`src/rtl/sbt_pkg.sv`:
```
// Shared widths, register indexes, types and reset values for the swing Bezier point block.
package sbt_pkg;

  localparam int IN_W      = 20;
  localparam int PH_W      = 17;
  localparam int LEG_W     = 2;
  localparam int DIR_W     = 48;
  localparam int LANE_W    = 16;
  localparam int HR_W      = 15;
  localparam int LR_W      = 16;
  localparam int CFG_W     = 48;
  localparam int CFG_IDX_W = 3;

  localparam logic [PH_W-1:0] PHASE_ONE  = 17'd65536;
  localparam logic [PH_W-1:0] PHASE_HALF = 17'd32768;

  // chord length square root
  localparam int DIFF_W      = IN_W + 1;
  localparam int SQ_IN_W     = 2 * DIFF_W;
  localparam int SQ_OUT_W    = DIFF_W;
  localparam int SQ_STEPS    = 3;
  localparam int SQ_STAGES   = SQ_OUT_W / SQ_STEPS;
  localparam int SQ_REM_W    = SQ_OUT_W + 3;

  // pipeline depth: setup, square root, lift, curve and saturation stages
  localparam int LAT = SQ_STAGES + 13;

  // handle and lift offsets
  localparam int HP_W   = HR_W + 1 + DIFF_W;
  localparam int HOFF_W = HP_W - 14;
  localparam int LSC_W  = LR_W + SQ_OUT_W;
  localparam int LO_W   = 19;
  localparam int HI_W   = LSC_W - LO_W;
  localparam int LPL_W  = LANE_W + LO_W + 1;
  localparam int LPH_W  = LANE_W + HI_W + 1;
  localparam int LP_W   = LANE_W + LSC_W + 1;
  localparam int LOFF_W = LP_W - 28;

  // curve evaluation
  localparam int CW   = 27;
  localparam int LM_W = CW + 1 + PH_W + 1;

  localparam logic [CFG_IDX_W-1:0] REG_FRONT_DIR1   = 3'd0;
  localparam logic [CFG_IDX_W-1:0] REG_FRONT_DIR2   = 3'd1;
  localparam logic [CFG_IDX_W-1:0] REG_HIND_DIR1    = 3'd2;
  localparam logic [CFG_IDX_W-1:0] REG_HIND_DIR2    = 3'd3;
  localparam logic [CFG_IDX_W-1:0] REG_FRONT_HANDLE = 3'd4;
  localparam logic [CFG_IDX_W-1:0] REG_FRONT_LIFT   = 3'd5;
  localparam logic [CFG_IDX_W-1:0] REG_HIND_HANDLE  = 3'd6;
  localparam logic [CFG_IDX_W-1:0] REG_HIND_LIFT    = 3'd7;

  localparam logic [DIR_W-1:0] DIR_RESET    = 48'h4000_0000_0000;
  localparam logic [HR_W-1:0]  HANDLE_RESET = 15'd8192;
  localparam logic [LR_W-1:0]  LIFT_RESET   = 16'd8192;

  localparam logic signed [CW-1:0] COORD_MAX = 27'sd524287;
  localparam logic signed [CW-1:0] COORD_MIN = -27'sd524288;

  typedef logic signed [CW-1:0]   coord_t;
  typedef logic signed [LM_W-1:0] lm_t;

  typedef struct packed {
    logic [2:0][IN_W-1:0]     a;
    logic [2:0][IN_W-1:0]     b;
    logic [PH_W-1:0]          t;
    logic                     seg;
    logic                     hind;
    logic signed [HOFF_W-1:0] hoff;
  } side_t;

endpackage

```
`src/rtl/sbt_isqrt.sv`:
```
// Pipelined floor square root, SQ_STEPS result bits per stage.
module sbt_isqrt import sbt_pkg::*; (
  input  logic                clk,
  input  logic                en,
  input  logic [SQ_IN_W-1:0]  rad,
  output logic [SQ_OUT_W-1:0] root
);

  typedef struct packed {
    logic [SQ_REM_W-1:0] rem;
    logic [SQ_OUT_W-1:0] root;
    logic [SQ_IN_W-1:0]  rad;
  } sq_st_t;

  sq_st_t st [SQ_STAGES];
  sq_st_t st_next [SQ_STAGES];

  function automatic sq_st_t sq_step(sq_st_t s);
    logic [SQ_REM_W-1:0] rem;
    logic [SQ_REM_W-1:0] trial;
    sq_st_t o;
    rem   = {s.rem[SQ_REM_W-3:0], s.rad[SQ_IN_W-1 -: 2]};
    trial = {1'b0, s.root, 2'b01};
    o.rad = {s.rad[SQ_IN_W-3:0], 2'b00};
    if (rem >= trial) begin
      o.rem  = rem - trial;
      o.root = {s.root[SQ_OUT_W-2:0], 1'b1};
    end else begin
      o.rem  = rem;
      o.root = {s.root[SQ_OUT_W-2:0], 1'b0};
    end
    return o;
  endfunction

  always_comb begin
    sq_st_t cur;
    for (int g = 0; g < SQ_STAGES; g++) begin
      if (g == 0) begin
        cur.rem  = '0;
        cur.root = '0;
        cur.rad  = rad;
      end else begin
        cur = st[g-1];
      end
      for (int k = 0; k < SQ_STEPS; k++) begin
        cur = sq_step(cur);
      end
      st_next[g] = cur;
    end
  end

  always_ff @(posedge clk) begin
    if (en) begin
      for (int g = 0; g < SQ_STAGES; g++) begin
        st[g] <= st_next[g];
      end
    end
  end

  assign root = st[SQ_STAGES-1].root;

endmodule

```
`config.mk`:
```
export PLATFORM = sky130hd
export DESIGN_NAME = sbt_isqrt
export DESIGN_NICKNAME = d
export VERILOG_FILES = /design/src/rtl/sbt_pkg.sv /design/src/rtl/sbt_isqrt.sv
export SDC_FILE = /design/constraint.sdc
export NUM_CORES = 1
export LEC_CHECK = 0
export BUFFER_PORTS_ARGS = -buffer_cell sky130_fd_sc_hd__buf_2
export CAP_MARGIN = 30
export CELL_PAD_IN_SITES_DETAIL_PLACEMENT = 1
export CELL_PAD_IN_SITES_GLOBAL_PLACEMENT = 1
export CORE_UTILIZATION = 40
export CTS_CLUSTER_DIAMETER = 120
export DETAILED_ROUTE_END_ITERATION = 16
export GPL_TIMING_DRIVEN = 0
export PLACE_DENSITY_LB_ADDON = 0.1
export SYNTH_ARGS = -nofsm -noshare
export SYNTH_HDL_FRONTEND = slang
export SYNTH_SLANG_ARGS = --single-unit
```
`constraint.sdc`:
```
create_clock -name clk -period 8.9 [get_ports clk]
set_input_delay 1.78 -clock clk [delete_from_list [all_inputs] [get_ports clk]]
set_output_delay 1.78 -clock clk [all_outputs]
set_load 0.05 [all_outputs]
```
-- Word-level counts from Yosys, hierarchy flattened
Memory sizes are Yosys's and may differ from the RTL's.
Cells that the tools add are included.
- flip-flop bits (word level): 0
- memory bits (writable): 567
- input port bits: 44
- output and inout bits: 21
- memories kept: 1
- add/subtract/negate cells: 21
- order comparisons: 21
- muxes and demuxes: 23
- memory list (memory ; words ; bits a word ; rd ports ; clocked after Yosys merged registers in ; write ports ; RTL line ; text):
    st ; 7 ; 81 ; 7 ; 0 ; 7 ; sbt_isqrt.sv:15 ; sq_st_t st [SQ_STAGES];
- operators by type and width (kind ; count):
    43-bit 2-to-1 mux ; 14
    24-bit by 23-bit greater-or-equal comparator with 1-bit output ; 20
    45-bit 2-to-1 mux ; 7
    22-bit subtractor ; 13
    24-bit by 23-bit subtractor with 24-bit output ; 7
    2-bit by 1-bit subtractor with 3-bit output (second input constant) ; 1
    2-bit by 1-bit greater-or-equal comparator with 1-bit output (second input constant) ; 1
    1-bit 2-to-1 mux ; 2

-- Longest topological paths before layout
Gate-level depths: netlist of run 1.
An unclocked memory read counts as a cell.
- word-level depth: 7
- depth in mapped cells: 42
- depth with buffers taken out: 36

-- Worst setup path before layout of run 1
OpenSTA, ideal clock, no wires.
- kind: reg2reg
- start point: mem st[4][47] (netlist bit)
- end point: mem st[5][75] (netlist bit) (data pin)
- arrival: 8.001 ns
- data required time: 8.635 ns
- path slack: 0.634 ns
- stages on the path, launching flop included: 38
- buffers on the path: 8
- period minus slack after synthesis: 8.266 ns
- cells stage by stage: edfxtp_1 > inv_1 > ha_1 > clkbuf_1 > a21oi_1 > o21ai_1 > o311a_1 > a211oi_1 > clkbuf_1 > clkbuf_1 > o21ai_0 > ha_1 > clkbuf_1 > nand4_1 > or2_2 > or4_1 > nand2_1 > nor4b_1 > (+2 left out) > or2_2 > clkbuf_1 > inv_1 > buf_1 > nand2_1 > nand2_1 > ha_1 > a21o_1 > a21o_1 > a21oi_1 > a21oi_1 > a211oi_1 > inv_1 > o31ai_1 > and2_1 > clkbuf_1 > mux2_2 > or3_1
- RTL lines (element ; RTL line):
    start: declaration ; sbt_isqrt.sv:15

==> run summary, run 1 <==
In this run, post-CTS hold repair placed 0 buffers. The tools report the critical path endpoint category as a register. The predominant post-synthesis flop cell is sky130_fd_sc_hd__edfxtp_1. The number of cells in the design after placement is 4171, and the number of port buffers is 64.

Measured along the x axis, the die boundary spans 270 um. The initial standard-cell utilization of the core came out at 0.407. The final estimated routing congestion in global placement came out at 0.902. Yosys mapped the design onto 98 distinct sky130hd cell types.

The post-synthesis average cell area was 9.08 um2; the via count of the first global-routing pass was 25200. The routed via count divided by cell count is 5.79. The share of synthesized registers carrying an async set or reset came out at 0. The fraction of final layout cells sized beyond drive strength 1 was 0.100. The total area inside the core boundary comes to 70500 um2.

The post-detailed-routing wire length came out at 90600 um. The tools report the total of endpoints with negative setup slack in the final report as 0. The area share of the leading cell type in the synthesized netlist is 0.358. Cell with the biggest individual delay on the critical path: sky130_fd_sc_hd__or4_4.

The final clock skew is 0.0443 ns, and the post-layout instance area is 32200 um2. Entering global routing, the biggest net connects 128 pins. The floorplan step set the die height to 270 um. The multiplexer fraction of the synthesized cell area is 0.0180, and the time the final worst path needs with I/O delays and setup is 8.64 ns. The clock reaches the later pin of the worst-skew pair after 0.61 ns. The remaining number of nets flagged by the antenna check after routing was 0; the share of synthesized cell area in full adder, half adder and majority cells was 0.109. Clock-pin slew was measured on the worst setup and hold paths at 0.06 ns.

The final routed wire length divided by cell count came out at 21.3 um. For the row count, the log shows 97. Register with the most flip-flops: st.

STA classifies the critical path startpoint as a register. The number of instances in the synthesized netlist was 3162. Clock tree synthesis inserted a total of 43 buffers. The final critical-path setup slack was 0.259 ns; the peak fanout along the critical path was 11. For the number of pins exceeding their max-slew limit in the final report, the log shows 0. The most common cell in the synthesized netlist is sky130_fd_sc_hd__edfxtp_1. Pin placement for this block handled 65 I/O pins.

The portion of the post-synthesis area used by sequential elements is 0.358. TritonCTS built the clock tree. For the max capacitance violation total, the log shows 0. The clock passes through at most 3 buffers. The total power of the final layout is 0.0108 W, and the cell area reported after detailed placement is 30300 um2. The power density of the placed cells is 336 nW/um2. The first global-routing pass estimated 142000 um of wire. The post-synthesis xor/xnor area fraction is 0.0900, and the sum of net half-perimeters after detailed placement is 72300 um. In the final layout, the registers with the most flip-flops are st x342.

The number of flip-flops in the largest register came out at 342. The min-delay analysis places its worst path in the category reg -> reg. Largest area contributor in the netlist: sky130_fd_sc_hd__edfxtp_1. The post-layout net count came out at 3573. For the achievable clock frequency, the log shows 0.116 GHz. The overall die area came out at 72900 um2. Number of DRC violations after detailed routing: 0.

The share of the clock period used by the worst path was 0.971; the data required time of the worst path was 9.21 ns. The synthesis-to-finish area growth was 12.2%. The routed layout has 24600 vias.

The relative max-transition margin came out at 0.331. The dominant combinational cell family by area after synthesis is compound AO/OA/AOI/OAI gates. The number of antenna violations at the first check in global routing is 3, and the global-route total usage across every layer is 0.242.

During synthesis, Yosys emitted a total of 0 warnings. The worst vdd rail ir drop came out at 0.294 mV. The most used cell along the critical path was sky130_fd_sc_hd__nand2_1. The complex-gate fraction of the synthesized area was 0.198.

The run gives 4254 as the number of cells in the finished layout apart from fillers. The clock net in this run drives a total of 342 sinks. Yosys attributes the largest share of cell area to sky130_fd_sc_hd__edfxtp_1 36%, sky130_fd_sc_hd__ha_1 11%, sky130_fd_sc_hd__xnor2_1 5.6%, sky130_fd_sc_hd__a21oi_1 4.9%, sky130_fd_sc_hd__nand2_1 3.7%.

Global routing finished with a remaining overflow of 0. The critical path's largest stage delay is 0.65 ns. For this design the static power due to leakage is 13.0 nW. Simple-gate share of the synthesized area: 0.189. The flow ran to the end, and the final reports show no timing, DRC or antenna violations. The mapped cell area is 28700 um2. CTS placed an instance of sky130_fd_sc_hd__clkbuf_16 at the clock tree root.

The H-tree was split into 2 levels. For this run, the detailed router's first-pass iteration total came to 5. Before CTS, the worst setup slack after placement is -2.54 ns. For the pin with the worst max-slew slack, the measured transition is 0.995 ns. The kind of critical path is reg -> reg. After synthesis the netlist holds a flip-flop and latch count of 342. For the final count of hold timing violations, the log shows 0. The arrival time of the worst setup path was 8.95 ns. After synthesis, the most frequently instantiated cells are 342 x sky130_fd_sc_hd__edfxtp_1, 281 x sky130_fd_sc_hd__a21oi_1, 281 x sky130_fd_sc_hd__nand2_1. Yosys mapped a number of flops with a built-in enable equal to 342.

The detailed router finished its first iteration with 1457 violations.
-- path summary, 6_finish.rpt --
path	from	to	slack, ns	depth (start not counted)
setup / recovery	st[5][39]	st[6][36]	0.26	32
hold reg to reg	st[3][27]	st[4][33]	0.42	0
hold / removal	st[3][27]	st[4][33]	0.42	0
setup reg to reg	st[5][39]	st[6][36]	0.26	32
-- cells by family (layout without fill, tap and decap cells) --
logic type               after synthesis  after routing
other                                  1              3
multiplexers                          47             47
adder cells (fa/ha/maj)              251            251
AND/OR/NAND/NOR                     1068           1070
XOR/XNOR                             295            295
flip-flops                           342            342
buffers and inverters                278            426
AO/OA/AOI/OAI                        880            880
-- layer usage --
metal  global-route usage  routed length [um]  vias to the layer above
met5                    0                   0                        -
met4               0.0529                1630                        0
met3               0.0204                2780                       99
met2                0.390               41000                      381
met1                0.351               45200                    12200
li1                     -                   -                    12000
-- cell usage in the layout, fill, tap and decap left out, types with 16 or more instances in the layout --
master,n
sky130_fd_sc_hd__o21bai_1,36
sky130_fd_sc_hd__nand2b_1,44
sky130_fd_sc_hd__edfxtp_1,342
sky130_fd_sc_hd__a21oi_1,275
sky130_fd_sc_hd__clkbuf_1,43
sky130_fd_sc_hd__o211ai_1,22
sky130_fd_sc_hd__or2_2,27
sky130_fd_sc_hd__a21o_1,104
sky130_fd_sc_hd__and2_1,17
sky130_fd_sc_hd__nand3_1,77
sky130_fd_sc_hd__nor2b_1,26
sky130_fd_sc_hd__mux2_2,29
sky130_fd_sc_hd__o31ai_1,20
sky130_fd_sc_hd__xnor2_1,183
sky130_fd_sc_hd__nor3_1,70
sky130_fd_sc_hd__mux2i_1,16
sky130_fd_sc_hd__o21a_1,38
sky130_fd_sc_hd__buf_4,17
sky130_fd_sc_hd__a31oi_1,24
sky130_fd_sc_hd__nor2_1,259
sky130_fd_sc_hd__inv_1,176
sky130_fd_sc_hd__clkbuf_16,43
sky130_fd_sc_hd__o21ai_0,162
sky130_fd_sc_hd__or3_1,30
sky130_fd_sc_hd__buf_2,79
sky130_fd_sc_hd__and3_1,28
sky130_fd_sc_hd__a211oi_1,22
sky130_fd_sc_hd__xor2_1,112
sky130_fd_sc_hd__or4_1,16
sky130_fd_sc_hd__nor4_1,42
sky130_fd_sc_hd__ha_1,249
sky130_fd_sc_hd__nand2_1,279
sky130_fd_sc_hd__nand4_1,53
sky130_fd_sc_hd__nor3b_1,16
-- worst max-delay path: cells and delay by family, from the launching register on --
family                   cells  cell delay (ns)
flip-flops                   1             0.52
AO/OA/AOI/OAI               16             3.90
adder cells (fa/ha/maj)      3             1.04
AND/OR/NAND/NOR              7             1.42
buffers and inverters        6             1.44
-- where the power goes --
group | total [W] | internal (W) | leakage (nW) | switching (W)
Clock | 0.00182 | 0.00108 | 0.706 | 0.000744
Sequential | 0.00249 | 0.00225 | 3.27 | 0.000243
Combinational | 0.00651 | 0.00259 | 9.00 | 0.00392
Total | 0.0108 | 0.00592 | 13.0 | 0.00491
-- layout make-up --
type	instances	area [um2]
Multi-Input combinational cell	2545	17700
Clock buffer	49	1100
Antenna cell	1	2.50
Inverter	185	711
Tap cell	940	1180
Clock inverter	31	379
Timing Repair Buffer	81	494
Buffer	80	408
Sequential cell	342	10300
Fill cell	8163	38300
-- stage by stage --
stage | hold WS [ns] | setup TNS (ns) | utilization
floorplan | 0.400 | 0 | -
global placement | 0.400 | -109.06 | 0.429
detailed placement | 0.405 | -97.09 | 0.430
CTS | 0.416 | 0 | 0.453
global route | 0.423 | -0.100 | 0.457
finish | 0.416 | 0 | 0.457
-- repair_timing --
| item | in CTS | in global routing |
|---|---|---|
| endpoints found under the setup margin | 70 | 108 |
| cloned | 0 | 2 |
| pin swaps | 3 | 8 |
| buffers inserted | 4 | 9 |
| gates resized for setup | 53 | 66 |
No activity file was read; power rests on OpenSTA's default activity.
==> run 2, diff against run 1 <==
--- a/config.mk
+++ b/config.mk
@@ -13,6 +13,7 @@
 export CTS_CLUSTER_DIAMETER = 120
 export DETAILED_ROUTE_END_ITERATION = 16
 export GPL_TIMING_DRIVEN = 0
+export MAX_ROUTING_LAYER = met4
 export PLACE_DENSITY_LB_ADDON = 0.1
 export SYNTH_ARGS = -nofsm -noshare
 export SYNTH_HDL_FRONTEND = slang
==> constraint.sdc (replaced) <==
create_clock -name clk -period 7 [get_ports clk]
set_input_delay 1.4 -clock clk [delete_from_list [all_inputs] [get_ports clk]]
set_output_delay 1.4 -clock clk [all_outputs]
set_load 0.05 [all_outputs]
==> run summary, run 2 (synthesized netlist as in run 1, its figures left out) <==
Routed via count divided by cell count: 5.81 (+0.38%). The critical path's largest stage delay is 0.49 ns (-0.16 ns). For the final sum of negative setup slack, the log shows -0.934 ns (-0.934 ns). For the worst hold slack, the log shows 0.406 ns (-0.0107 ns). The peak fanout along the critical path works out to 6 (-5). The tree is rooted in a sky130_fd_sc_hd__clkbuf_16. The run gives 97 (unchanged) as the row count. The number of port buffers is 64 (unchanged), and the arrival time of the worst setup path is 7.49 ns (-1.46 ns). Peak-usage layer in the global routing report: met2. The met2 routing resource usage after global routing is 0.429 (+0.0387). Core region area: 70500 um2 (unchanged).

The most common library cell in the layout ignoring fill and taps is sky130_fd_sc_hd__edfxtp_1. For the number of I/O pins, the log shows 65 (unchanged). The classification of the worst-slack hold path is reg -> reg. The horizontal extent of the die works out to 270 um (unchanged). The worst vdd rail ir drop was 0.364 mV (+24%); the share of the clock period used by the worst path was 1.02 (+0.0540). The count of filler cells inserted in the layout came out at 7705 (-5.6%).

Register with the most flip-flops: st. The height of the die was 270 um (unchanged); the register clock-pin slew on the reported worst setup and hold paths was 0.07 ns (about the same). The number of antenna repair diodes was 0 (-1).

Initial standard-cell utilization of the core: 0.407 (unchanged). Setup repair after global routing could not meet its margin everywhere. The pin count of the biggest net entering global routing is 127 (-0.78%). The run gives 2 (unchanged) as the depth of the CTS H-tree.

The remaining number of nets flagged by the antenna check after routing is 0 (unchanged), and the number of vias in the routed layout is 26500 (+7.4%). The largest registers in the layout are st x342. The maximum number of buffers from clock root to sink was 3 (unchanged). The time the final worst path needs with I/O delays and setup works out to 7.17 ns (-1.47 ns). The tools report the achievable clock frequency as 0.139 GHz (+20%). The number of flip-flops in the largest register is 342 (unchanged).

The insertion delay of the later-clocked pin in the worst-skew pair came out at 0.60 ns (about the same). The wire length of the first global-routing pass came out at 151000 um (+6.8%). The total of endpoints with negative setup slack in the final report came out at 13 (+13). The post-layout net count was 3875 (+8.5%). The library cells used most frequently in the layout, excluding fill and tap cells, are 342 x sky130_fd_sc_hd__edfxtp_1, 324 x sky130_fd_sc_hd__buf_4, 259 x sky130_fd_sc_hd__nand2_1. The run gives 101000 um (+11%) as the post-detailed-routing wire length. For the initial DRC count, the log shows 1566 (+7.5%). The tools report the final clock skew as 0.0264 ns (-0.0179 ns). The total power of the final layout came out at 0.0159 W (+47%).

The data required time of the worst path is 7.31 ns (-1.90 ns). The worst setup path is launched from a register. The run gives 0 (unchanged) as the number of DRC violations after detailed routing. For the number of CTS-inserted buffers, the log shows 41 (-4.7%). The number of antenna violations at the first check in global routing came out at 0 (-3). The cell leakage power was 15.0 nW (+16%). The tools report the met3 layer usage reported by global route as 0.0248 (+0.00445). The relative max-transition margin is 0.304 (-0.0275), and the pre-CTS setup slack is -2.65 ns (-0.105 ns).

For the global-route congestion overflow total, the log shows 0 (unchanged). STA classifies the critical path endpoint as a register. From synthesis to final layout, the design area changed by 31.7%.

The final routed wire length divided by cell count works out to 22.1 um (+4.0%). Number of cells in the design after placement: 4170 (-0.024%). The fraction of final layout cells sized beyond drive strength 1 was 0.293 (+0.193). The global-route total usage across every layer was 0.267 (+0.0250). The checks that failed: setup timing.

The tools report the overall die area as 72900 um2 (unchanged). The post-cts hold buffer count is 0 (unchanged). The worst-margin pin slew was 1.04 ns (+0.0434 ns).

The power density of the placed cells was 420 nW/um2 (+25%); the sum of net half-perimeters after detailed placement was 72500 um (+0.35%). The run finished, with violations left. The number of cells in the finished layout apart from fillers was 4552 (+7.0%). The cell with the biggest individual delay on the critical path is sky130_fd_sc_hd__or4b_4. The kind of critical path was reg -> reg. The run gives -0.174 ns (-0.434 ns) as the final critical-path setup slack.

The via count of the first global-routing pass was 26500 (+5.3%). The tools report the max capacitance violation total as 0 (unchanged). Among the stages of the critical path, the cell type that occurs most often is sky130_fd_sc_hd__ha_4. The length of the first detailed-routing pass in iterations was 5 (unchanged). TritonCTS built the clock tree. The final count of hold timing violations is 0 (unchanged). The met1 usage came out at 0.366 (+0.0151). The logs give 0 (unchanged) for the number of pins exceeding their max-slew limit in the final report and 0.943 (+4.5%) for the final estimated routing congestion in global placement. The clock sink count was 342 (unchanged).
## run 2: cell types whose count changed in the layout (fill, tap and decap cells not counted), moves of 27 or more
cell and change:
sky130_fd_sc_hd__buf_4 +307, sky130_fd_sc_hd__ha_1 -95, sky130_fd_sc_hd__ha_4 +73, sky130_fd_sc_hd__a21oi_1 -66
sky130_fd_sc_hd__o21ai_0 -50, sky130_fd_sc_hd__inv_1 -44, sky130_fd_sc_hd__a21oi_2 +42, sky130_fd_sc_hd__nor2_1 -31
sky130_fd_sc_hd__inv_2 +30, sky130_fd_sc_hd__clkbuf_1 -27
## run 2: path summary, 6_finish.rpt
path | start | endpoint | slack, ns | cells after the start
max | st[4][43] | st[5][78] | -0.17 | 32
min | st[1][14] | st[2][20] | 0.41 | 0
max reg2reg | st[4][43] | st[5][78] | -0.17 | 32
min reg2reg | st[1][14] | st[2][20] | 0.41 | 0
## run 2: timing repair
| item | CTS | global route |
|---|---|---|
| pin swaps | 132 | 166 |
| gates resized for setup | 491 | 316 |
| setup buffers | 194 | 140 |
| setup endpoints to repair | 117 | 116 |
| cloned | 6 | 2 |
## run 2: metal layers
layer	up-vias	wire (um)
li1	12600	-
met1	13300	47600
met2	475	47800
met3	120	3240
met4	0	2130
met5	-	0
## run 2: area by class of cell
class | count | area [um2] | share of cell area
Clock buffer | 45 | 1040 | 0.0275
Timing Repair Buffer | 409 | 3190 | 0.0843
Clock inverter | 30 | 324 | 0.00857
Buffer | 58 | 679 | 0.0180
Inverter | 185 | 758 | 0.0201
Multi-Input combinational cell | 2543 | 20400 | 0.539
Tap cell | 940 | 1180 | 0.0311
Sequential cell | 342 | 10300 | 0.272
## run 2: power by group
group | switching (W) | internal, W | total, W
clock network | 0.000943 | 0.00124 | 0.00219
registers | 0.000340 | 0.00286 | 0.00320
logic | 0.00584 | 0.00464 | 0.0105
## run 2: worst max-delay path: cells and delay by family, from the launching register on
kind	cells	cell delay [ns]
multiplexers	1	0.38
buffers and inverters	7	1.00
XOR/XNOR	1	0.15
adder cells (fa/ha/maj)	3	0.79
flip-flops	1	0.45
AO/OA/AOI/OAI	5	1.08
AND/OR/NAND/NOR	15	3.03
## run 2: metrics by stage
stage	util	cell area [um2]
2_1_floorplan	-	28900
3_3_place_gp	0.431	30400
3_5_place_dp	0.432	30400
4_1_cts	0.501	35300
5_1_grt	0.536	37800
6_report	0.536	37800
==> run 3, diff against run 2 <==
--- a/config.mk
+++ b/config.mk
@@ -10,8 +10,10 @@
 export CELL_PAD_IN_SITES_DETAIL_PLACEMENT = 1
 export CELL_PAD_IN_SITES_GLOBAL_PLACEMENT = 1
 export CORE_UTILIZATION = 40
+export CTS_BUF_LIST = sky130_fd_sc_hd__clkbuf_8
 export CTS_CLUSTER_DIAMETER = 120
 export DETAILED_ROUTE_END_ITERATION = 16
+export GPL_ROUTABILITY_DRIVEN = 0
 export GPL_TIMING_DRIVEN = 0
 export MAX_ROUTING_LAYER = met4
 export PLACE_DENSITY_LB_ADDON = 0.1
==> run summary, run 3 (synthesized netlist as in run 1, its figures left out) <==
The run finished, with violations left. The checks that failed: setup timing. The worst-margin pin slew was 1.12 ns (+0.0799 ns); the fraction of final layout cells sized beyond drive strength 1 was 0.298 (+0.00487).

For the total of endpoints with negative setup slack in the final report, the log shows 36 (+23). The count of filler cells inserted in the layout is 7871 (+2.2%), and the pin count of the biggest net entering global routing is 134 (+5.5%). The cell depth of the worst hold path is 0 (unchanged). The tree is rooted in a sky130_fd_sc_hd__clkbuf_8. Initial standard-cell utilization of the core: 0.407 (unchanged). Wire length of the first global-routing pass: 151000 um (unchanged). Register with the most flip-flops: st. The largest registers in the layout are st x342. The nature of the critical path startpoint is a register. TritonCTS built the clock tree. The arrival time of the worst setup path was 7.70 ns (+0.21 ns). Achievable clock frequency: 0.137 GHz (-1.5%).

The logs give 0.71 ns (+0.11 ns) for the insertion delay of the later-clocked pin in the worst-skew pair and 97 (unchanged) for the row count. The peak fanout along the critical path works out to 5 (-1). Setup repair after global routing could not meet its margin everywhere. The max capacitance violation total was 0 (unchanged); the post-layout net count was 3905 (+0.77%).

For the data required time of the worst path, the log shows 7.42 ns (+0.11 ns). For the number of antenna violations at the first check in global routing, the log shows 2 (+2). The height of the die came out at 270 um (unchanged). The tools report the number of DRC violations after detailed routing as 0 (unchanged).

For the final critical-path setup slack, the log shows -0.281 ns (-0.106 ns). The cell depth of the worst flop-to-flop path came out at 30 (-6.3%). The logs give 0.248 (-0.0555) for the relative max-transition margin and 0.0341 ns (+0.00772 ns) for the final clock skew. The power density of the placed cells was 414 nW/um2 (-1.3%).

Critical path endpoint category: a register. The classification of the worst-slack hold path was reg -> reg. The length of the first detailed-routing pass in iterations was 5 (unchanged); the post-cts hold buffer count was 0 (unchanged). The post-detailed-routing wire length was 104000 um (+3.1%). The top cell types in the final layout, fill and taps aside, are 342 x sky130_fd_sc_hd__edfxtp_1, 330 x sky130_fd_sc_hd__buf_4, 256 x sky130_fd_sc_hd__nand2_1. The number of port buffers was 64 (unchanged). The logs give 0.333 mV (-8.5%) for the worst vdd rail ir drop and 342 (unchanged) for the clock sink count.

The routed via count divided by cell count works out to 5.87 (+0.93%). For the number of pins exceeding their max-slew limit in the final report, the log shows 0 (unchanged). Share of the clock period used by the worst path: 1.04 (+0.0151).

The synthesis-to-finish area growth is 31.8%. The tools report the worst hold slack as 0.411 ns (+0.00564 ns). The maximum number of buffers from clock root to sink is 3 (unchanged). The horizontal extent of the die is 270 um (unchanged). The final routed wire length divided by cell count was 22.6 um (+2.1%); the overall die area was 72900 um2 (unchanged). The run gives 27000 (+2.0%) as the number of vias in the routed layout. The initial DRC count came out at 1843 (+18%). For the number of CTS-inserted buffers, the log shows 61 (+49%).

The run gives 70500 um2 (unchanged) as the core region area. The run gives 0.266 (-0.00105) as the global-route total usage across every layer. The critical path's largest stage delay works out to 0.50 ns (about the same). Time the final worst path needs with I/O delays and setup: 7.28 ns (+0.106 ns). The global-route congestion overflow total is 0 (unchanged).

The register clock-pin slew on the reported worst setup and hold paths was 0.07 ns (about the same). Kind of critical path: reg -> reg. Depth of the CTS H-tree: 2 (unchanged).

For this design, the slowest cell found on the critical path is sky130_fd_sc_hd__or4_4. The tools report the remaining number of nets flagged by the antenna check after routing as 0 (unchanged). Total power of the final layout: 0.0157 W (-1.2%). The tools report the cell leakage power as 15.1 nW (+0.67%).

The number of I/O pins is 65 (unchanged), and the number of flip-flops in the largest register is 342 (unchanged). For the via count of the first global-routing pass, the log shows 27200 (+2.5%). The run gives 71300 um (-1.6%) as the sum of net half-perimeters after detailed placement. Final count of hold timing violations: 0 (unchanged). The library cell used most frequently in the layout, excluding fill and tap cells, is sky130_fd_sc_hd__edfxtp_1.
[run 3: changes by cell type in the layout (fill, tap and decap cells not counted), sizes merged, moves of 9 or more]
cell / before / now
inv: 184 / 193
clkbuf: 69 / 88
buf: 441 / 450
clkinv: 21 / 31
[run 3: path summary, 6_finish.rpt]
kind                            startpoint        end  slack, ns
worst max-delay path             st[4][43]  st[5][75]      -0.28
worst min-delay path             st[2][26]  st[3][32]       0.41
worst max register to register   st[4][43]  st[5][75]      -0.28
worst min register to register   st[2][26]  st[3][32]       0.41
[run 3: routing by layer]
layer | vias up | part of all wire | GRT usage
met3 | 193 | 0.044 | 0.0301
met1 | 13400 | 0.45 | 0.352
met4 | 0 | 0.029 | 0.0749
li1 | 12700 | - | -
met2 | 682 | 0.48 | 0.429
met5 | - | 0 | -
[run 3: worst max-delay path, delay by kind of cell, from the launching register on]
| family | cells | cell delay (ns) |
|---|---|---|
| AO/OA/AOI/OAI | 9 | 2.05 |
| adder cells (fa/ha/maj) | 3 | 0.65 |
| buffers and inverters | 5 | 0.78 |
| flip-flops | 1 | 0.45 |
| multiplexers | 3 | 1.03 |
| AND/OR/NAND/NOR | 10 | 2.00 |
[run 3: report_power, final]
part	total (W)	internal (W)	leakage (nW)	switching [W]
clock	0.00195	0.00104	0.672	0.000905
combinational	0.0105	0.00463	11.2	0.00590
sequential	0.00321	0.00286	3.27	0.000348
total	0.0157	0.00854	15.1	0.00715
[run 3: layout make-up]
type / instances / area, um2 / area share
Timing Repair Buffer: 419 / 3300 / 0.0872
Multi-Input combinational cell: 2543 / 20400 / 0.540
Clock inverter: 49 / 398 / 0.0105
Clock buffer: 61 / 840 / 0.0222
Antenna cell: 1 / 2.50 / 0.0000661
Tap cell: 940 / 1180 / 0.0311
Buffer: 58 / 667 / 0.0176
Inverter: 185 / 766 / 0.0202
Sequential cell: 342 / 10300 / 0.271
[run 3: metrics by stage]
step / worst slack (ns) / instances / instance area [um2] / util / setup TNS (ns)
after global placement: -2.72 / 4167 / 30400 / 0.431 / -279.35
after floorplan: -0.0670 / 3163 / 28900 / - / -0.0670
after global routing: -0.484 / 4598 / 37900 / 0.537 / -10.94
final: -0.281 / 4598 / 37900 / 0.537 / -2.01
after detailed placement: -2.80 / 4169 / 30400 / 0.432 / -217.39
after CTS: -0.0996 / 4463 / 35200 / 0.499 / -0.248
[run 3: timing repair]
| action | in CTS | in global routing |
|---|---|---|
| endpoints found under the setup margin | 117 | 116 |
| pin swaps | 136 | 169 |
| gates resized for setup | 463 | 369 |
| buffers inserted | 206 | 136 |
| cloned | 6 | 6 |
